`src/design/tkcd_pkg.sv`:
```
`timescale 1ns / 1ps
// ----------------------------------------------------------------------------
// Two-key chord detector package
// Shared types and constants for the chord detector and its parts.
// ----------------------------------------------------------------------------
package tkcd_pkg;

  // Width of the chord window register and of the timestamp
  localparam int unsigned WIN_W = 16;
  localparam int unsigned TS_W  = 32;

  // Reset value of the chord window in ms
  localparam logic [WIN_W-1:0] WIN_RESET = WIN_W'(80);

  // Which key waits for the chord window to close
  typedef enum logic [1:0] {
    PEND_NONE = 2'd0,
    PEND_A    = 2'd1,
    PEND_B    = 2'd2
  } pend_t;

  // One poll tick
  typedef struct packed {
    logic            key_a_down;
    logic            key_b_down;
    logic [TS_W-1:0] now_ms;
  } in_t;

  // One result per tick
  typedef struct packed {
    logic toggle_page;
    logic a_press;
    logic a_release;
    logic b_press;
    logic b_release;
  } out_t;

  // Detector state carried from tick to tick
  typedef struct packed {
    pend_t           pending_key;
    logic [TS_W-1:0] pending_start;
    logic            a_active;
    logic            b_active;
    logic            chord_latched;
    logic            prev_a_down;
    logic            prev_b_down;
  } state_t;

endpackage

```
`src/design/tkcd_core.sv`:
```
`timescale 1ns / 1ps
// ----------------------------------------------------------------------------
// Chord detector step logic
// Combinational next state and result for one poll tick.
// ----------------------------------------------------------------------------
module tkcd_core (
  input  tkcd_pkg::state_t               st,
  input  tkcd_pkg::in_t                  item,
  input  logic [tkcd_pkg::WIN_W-1:0]     window,
  output tkcd_pkg::state_t               st_nxt,
  output tkcd_pkg::out_t                 res
);

  logic                      a_rise;
  logic                      b_rise;
  logic                      a_fall;
  logic                      b_fall;
  logic [tkcd_pkg::TS_W-1:0] elapsed;
  logic [tkcd_pkg::TS_W-1:0] start_sel;
  logic                      held;
  logic                      is_a;
  tkcd_pkg::pend_t           pend_cur;
  tkcd_pkg::pend_t           pend;

  // Edges against the previous levels
  assign a_rise = item.key_a_down & ~st.prev_a_down;
  assign b_rise = item.key_b_down & ~st.prev_b_down;
  assign a_fall = ~item.key_a_down & st.prev_a_down;
  assign b_fall = ~item.key_b_down & st.prev_b_down;

  always_comb begin
    st_nxt             = st;
    res                = '0;
    st_nxt.prev_a_down = item.key_a_down;
    st_nxt.prev_b_down = item.key_b_down;

    // Normalize the pending code; an unknown code means none
    case (st.pending_key)
      tkcd_pkg::PEND_A: pend_cur = tkcd_pkg::PEND_A;
      tkcd_pkg::PEND_B: pend_cur = tkcd_pkg::PEND_B;
      default:          pend_cur = tkcd_pkg::PEND_NONE;
    endcase

    // Start a fresh pending press, A wins over B
    pend      = pend_cur;
    start_sel = st.pending_start;
    if (pend == tkcd_pkg::PEND_NONE) begin
      if (a_rise) begin
        pend      = tkcd_pkg::PEND_A;
        start_sel = item.now_ms;
      end else if (b_rise) begin
        pend      = tkcd_pkg::PEND_B;
        start_sel = item.now_ms;
      end
    end
    is_a = (pend == tkcd_pkg::PEND_A);
    held = is_a ? item.key_a_down : item.key_b_down;

    // Elapsed time since the pending press, wrapping modulo 2^32
    elapsed = item.now_ms - start_sel;

    if (item.key_a_down && item.key_b_down) begin
      // Chord: release actions, drop pending press, fire one toggle
      st_nxt.pending_key = tkcd_pkg::PEND_NONE;
      if (st.a_active) begin
        res.a_release   = 1'b1;
        st_nxt.a_active = 1'b0;
      end
      if (st.b_active) begin
        res.b_release   = 1'b1;
        st_nxt.b_active = 1'b0;
      end
      if (!st.chord_latched) begin
        res.toggle_page      = 1'b1;
        st_nxt.chord_latched = 1'b1;
      end
    end else if (st.chord_latched) begin
      // Ignore keys until both are up
      st_nxt.pending_key = pend_cur;
      if (!item.key_a_down && !item.key_b_down) begin
        st_nxt.chord_latched = 1'b0;
      end
    end else begin
      st_nxt.pending_key   = pend;
      st_nxt.pending_start = start_sel;
      if (pend != tkcd_pkg::PEND_NONE) begin
        if (!held) begin
          // Released while still pending: press and release together
          if (is_a) begin
            res.a_press   = 1'b1;
            res.a_release = 1'b1;
          end else begin
            res.b_press   = 1'b1;
            res.b_release = 1'b1;
          end
          st_nxt.pending_key = tkcd_pkg::PEND_NONE;
        end else if (elapsed >= {{(tkcd_pkg::TS_W-tkcd_pkg::WIN_W){1'b0}}, window}) begin
          // Window closed while held: start the action
          if (is_a) begin
            res.a_press     = 1'b1;
            st_nxt.a_active = 1'b1;
          end else begin
            res.b_press     = 1'b1;
            st_nxt.b_active = 1'b1;
          end
          st_nxt.pending_key = tkcd_pkg::PEND_NONE;
        end
      end
      // End an active action on its release edge
      if (st_nxt.a_active && a_fall) begin
        res.a_release   = 1'b1;
        st_nxt.a_active = 1'b0;
      end
      if (st_nxt.b_active && b_fall) begin
        res.b_release   = 1'b1;
        st_nxt.b_active = 1'b0;
      end
    end
  end

endmodule

```
`src/design/two_key_chord_detector_top.sv`:
```
`timescale 1ns / 1ps
// A result is registered into the output register, or into the skid stage while the output is stalled.
// Throughput: one tick per cycle while in_stall is low; the step is combinational logic on the state register.
// A skid stage behind the output register keeps input flowing for one stalled result.
// Reset (rst_n low, synchronous): state cleared, window back to 80 ms, no result held.
// ----------------------------------------------------------------------------
// Two-key chord detector top level
// Turns polled levels of two keys into single-key actions and a chord toggle.
// ----------------------------------------------------------------------------
module two_key_chord_detector_top (
  input  logic                         clk,
  input  logic                         rst_n,
  input  logic                         in_valid,
  output logic                         in_stall,
  input  tkcd_pkg::in_t                in_data,
  output logic                         out_valid,
  input  logic                         out_stall,
  output tkcd_pkg::out_t               out_data,
  input  logic                         cfg_wr_en,
  input  logic [tkcd_pkg::WIN_W-1:0]   cfg_wr_data
);

  tkcd_pkg::state_t             st_r;
  tkcd_pkg::state_t             st_nxt;
  tkcd_pkg::out_t               res;
  tkcd_pkg::out_t               out_data_r;
  tkcd_pkg::out_t               skid_data_r;
  logic                         out_valid_r;
  logic                         skid_valid_r;
  logic [tkcd_pkg::WIN_W-1:0]   window_r;
  logic                         in_xfer;
  logic                         out_xfer;

  assign in_stall  = skid_valid_r;
  assign in_xfer   = in_valid & ~skid_valid_r;
  assign out_xfer  = out_valid_r & ~out_stall;
  assign out_valid = out_valid_r;
  assign out_data  = out_data_r;

  tkcd_core u_core (
    .st     (st_r),
    .item   (in_data),
    .window (window_r),
    .st_nxt (st_nxt),
    .res    (res)
  );

  // Hold the chord window register
  always_ff @(posedge clk) begin
    if (!rst_n) begin
      window_r <= tkcd_pkg::WIN_RESET;
    end else if (cfg_wr_en) begin
      window_r <= cfg_wr_data;
    end
  end

  // Advance the detector state on each input transfer
  always_ff @(posedge clk) begin
    if (!rst_n) begin
      st_r <= '0;
    end else if (in_xfer) begin
      st_r <= st_nxt;
    end
  end

  // Output register with skid stage
  always_ff @(posedge clk) begin
    if (!rst_n) begin
      out_valid_r  <= 1'b0;
      skid_valid_r <= 1'b0;
    end else if (in_xfer) begin
      if (out_valid_r && !out_xfer) begin
        skid_valid_r <= 1'b1;
      end else begin
        out_valid_r <= 1'b1;
      end
    end else if (out_xfer) begin
      if (skid_valid_r) begin
        skid_valid_r <= 1'b0;
      end else begin
        out_valid_r <= 1'b0;
      end
    end
  end

  // Payload registers
  always_ff @(posedge clk) begin
    if (in_xfer) begin
      if (out_valid_r && !out_xfer) begin
        skid_data_r <= res;
      end else begin
        out_data_r <= res;
      end
    end else if (out_xfer && skid_valid_r) begin
      out_data_r <= skid_data_r;
    end
  end

endmodule

```
`config.mk`:
```
export PLATFORM = sky130hd
export DESIGN_NAME = two_key_chord_detector_top
export DESIGN_NICKNAME = d
export VERILOG_FILES = /design/src/design/tkcd_pkg.sv /design/src/design/tkcd_core.sv /design/src/design/two_key_chord_detector_top.sv
export SDC_FILE = /design/constraint.sdc
export NUM_CORES = 1
export LEC_CHECK = 0
export BUFFER_PORTS_ARGS = -buffer_cell sky130_fd_sc_hd__buf_2
export CORE_MARGIN = 2
export CORE_UTILIZATION = 50
export DETAILED_ROUTE_END_ITERATION = 7
export GPL_ROUTABILITY_DRIVEN = 0
export PLACE_DENSITY_LB_ADDON = 0.1
export SETUP_SLACK_MARGIN = 0.2
export SYNTH_ARGS = -nofsm -noshare
export SYNTH_HDL_FRONTEND = slang
export SYNTH_SLANG_ARGS = --single-unit
```
`constraint.sdc`:
```
create_clock -name clk -period 6.7 [get_ports clk]
set_input_delay 0.335 -clock clk [delete_from_list [all_inputs] [get_ports clk]]
set_output_delay 0.335 -clock clk [all_outputs]
set_load 0.02 [all_outputs]
```
==> qor.json <==
{
  "sta": {
    "final-hold-violation-count": 0,
    "setup_slack_ns": 0.867,
    "grt_setup_unrepaired": "no",
    "min_period_over_period": 0.871,
    "final-setup-viol-count": 0,
    "fmax_mhz": 171,
    "max_slew_margin": 0.375,
    "finalCriticalPeriod_ns": 5.83,
    "fin_tns_setup_ns": 0,
    "skew_ns": 0.00941,
    "timing.final.max_slew_violations": 0,
    "worst-slew-pin-transition_ns": 0.938
  },
  "clock_tree": {
    "clk-insertion-delay-late_ns": 0.34,
    "clkSlewWorstSetupHoldPaths_ns": 0.06,
    "tritoncts": "built",
    "hold_buffer_count_at_cts": 0,
    "clkSinkCount": 67,
    "htreeDepth": 3,
    "clk_path_buf_depth": 2,
    "postCtsSetupBuffers": 0,
    "ctsResizeCount": 0,
    "clock_tree.root_cell": "clkbuf_16",
    "cts_inserted_buffers": 9
  },
  "logic_synthesis": {
    "synth_async_reset_ratio": 0,
    "synth.top_cells.by_count": "111 x nand2_1, 57 x dfxtp_1, 48 x a21oi_1",
    "number_of_synthesized_flops_with_an_enable_pin": 10,
    "synthFlopType": "dfxtp_1",
    "number_of_synthesized_register_bits": 67,
    "cell_count_after_synthesis": 724,
    "ys_types": 67,
    "netlist_area_um2": 5740,
    "synth_top_cell_by_area": "dfxtp_1",
    "synth.most_common_cell": "nand2_1",
    "synth_fp_nets": 827,
    "synth_seq_area_share": 0.251,
    "synth_top_area_share": 0.199,
    "synth_top_cells_by_area": "dfxtp_1 20%, ha_1 10%, mux2i_1 8.2%",
    "yosys_warnings": 0,
    "syn_avg_cell_area_um2": 7.93
  },
  "route": {
    "post-route-drc-count": 0,
    "drtPass1Iterations": 5,
    "finalWirelength_um": 14300,
    "antenna_left": 0,
    "routed_wire_length_per_instance_um": 15.7,
    "num_vias": 5386,
    "dr.first_iter.drc_count": 423,
    "detail_route.vias_per_cell": 5.94
  },
  "floorplan": {
    "die_width_um": 111,
    "ioPinCount": 62,
    "rows": 39,
    "floorplan.die_area_um2": 12400,
    "start_util": 0.507,
    "core-area_um2": 11300,
    "die_h_um": 111
  },
  "final_layout": {
    "num-fill-cells": 1062,
    "final_net_count": 862,
    "area.growth.synth_to_final_pct": 11.1,
    "layout.core_utilization": 0.563,
    "antenna_cells_inserted": 0,
    "drive_above_1_share": 0.127,
    "fin_area_um2": 6380
  },
  "placed_design": {
    "dp.final_hpwl_um": 10900,
    "placement.cell_area_um2": 6080,
    "post-place-ws_ns": 0.927,
    "port-buffer-count": 61
  },
  "global_routing": {
    "grt_start_max_net_pins": 60,
    "grt_pass1_wl_um": 24500,
    "globalRouteTotalUtil": 0.239,
    "globalRouteOverflowTotal": 0,
    "first_global_vias": 5243,
    "grt_antenna_before_repair": 0
  },
  "worst_hold_path": {
    "hold_path_class": "input port to register"
  },
  "run": {
    "max_cap_violations": 0
  },
  "power": {
    "vdd_drop_max_v": 0.000202,
    "power-per-cell-area_nw_per_um2": 249,
    "power.static_leakage_nw": 2.79
  },
  "outcome": {
    "status": "completed"
  },
  "worst_setup_path": {
    "class_of_the_most_critical_setup_path": "register to register",
    "worst_ep_arrival_time_ns": 5.93,
    "worst-endpoint-required_ns": 6.80,
    "crit_path_end_kind": "register",
    "cp_max_fo": 36,
    "critPathLaunchType": "register"
  }
}
-- logic make-up after synthesis --
family | after synthesis | synth area share
flip-flops | 67 | 0.251
multiplexers | 49 | 0.0859
AO/OA/AOI/OAI | 210 | 0.253
adder cells (fa/ha/maj) | 48 | 0.106
AND/OR/NAND/NOR | 259 | 0.221
XOR/XNOR | 24 | 0.0366
buffers and inverters | 67 | 0.0462
-- power breakdown --
group | switching [W] | internal [W]
combinational | 0.000401 | 0.000265
clock | 0.000183 | 0.000286
sequential | 0.0000165 | 0.000438
total | 0.000601 | 0.000989
-- state kept, by name (all words and copies together) (netlist names) --
name         flops
in_stall         1
out_valid        1
window_r        16
out_data         5
skid_data_r      5
st_r            39
-- path summary, 6_finish.rpt --
| kind | start | to | depth (start not counted) | slack (ns) |
|---|---|---|---|---|
| max | st_r[37] | out_data[3] | 23 | 0.87 |
| min | cfg_wr_data[6] | window_r[6] | 3 | 0.21 |
| max reg2reg | st_r[37] | out_data[3] | 23 | 0.87 |
| min reg2reg | st_r[23] | st_r[23] | 2 | 0.46 |
-- per-layer routing --
| metal | global-route usage | share of wire | vias to the layer above |
|---|---|---|---|
| li1 | - | - | 2701 |
| met1 | 0.312 | 0.47 | 2528 |
| met2 | 0.396 | 0.47 | 132 |
| met3 | 0.0470 | 0.043 | 25 |
| met4 | 0.0831 | 0.020 | 0 |
| met5 | 0 | 0 | - |
-- layout make-up --
class	instances	area, um^2	share of cell area
Inverter	28	105	0.0165
Clock buffer	9	225	0.0353
Clock inverter	7	68.8	0.0108
Tap cell	143	179	0.0281
Sequential cell	67	1440	0.226
Timing Repair Buffer	63	320	0.0502
Multi-Input combinational cell	590	4040	0.633
-- worst max-delay path, cell delays in order, from the launching register on --
cell and delay, ns:
dfxtp_1 0.35, inv_1 0.06, ha_1 0.40, inv_2 0.08
a21oi_4 0.13, buf_4 0.48, mux2i_1 0.31, ha_1 0.33
a21oi_1 0.30, a21boi_0 0.38, nand3_1 0.12, nand2_1 0.15
o21ai_0 0.14, xor2_1 0.18, ha_1 0.31, a21oi_1 0.16
nor2b_1 0.06, o21ai_0 0.15, o21ai_0 0.11, nor4_1 0.30
o211ai_1 0.15, nor4_2 0.42, nand4_2 0.20, a32o_1 0.28
-- per-stage QoR --
stage          total power (W)  instances  hold slack (ns)
2_1_floorplan         0.000964        724            0.443
4_1_cts                0.00160        907            0.204
6_report               0.00159        907            0.209
5_1_grt                0.00170        907            0.233
3_5_place_dp           0.00112        891            0.460
3_3_place_gp           0.00110        891            0.453
-- cell usage in the layout, fill, tap and decap left out, drive strengths merged, types with 3 or more instances in the layout --
| cell | instances |
|---|---|
| nand2 | 111 |
| buf | 63 |
| dfxtp | 57 |
| a21oi | 50 |
| mux2i | 47 |
| ha | 47 |
| nor2 | 44 |
| o21ai | 37 |
| inv | 28 |
| a21boi | 26 |
| nor2b | 22 |
| o211a | 16 |
| nand4 | 14 |
| xnor2 | 13 |
| nand3 | 12 |
| nor3 | 12 |
| xor2 | 11 |
| o211ai | 11 |
| a31oi | 11 |
| edfxtp | 10 |
| nand2b | 10 |
| clkbuf | 9 |
| and3 | 8 |
| a21o | 8 |
| a211oi | 8 |
| o21a | 7 |
| and2 | 6 |
| o31ai | 6 |
| and4 | 5 |
| nor4 | 5 |
| clkinv | 5 |
| a22oi | 4 |
| a211o | 4 |
| o21bai | 3 |
| o22ai | 3 |
| o2bb2ai | 3 |
Note: power is estimated with default switching activity, not from simulation.
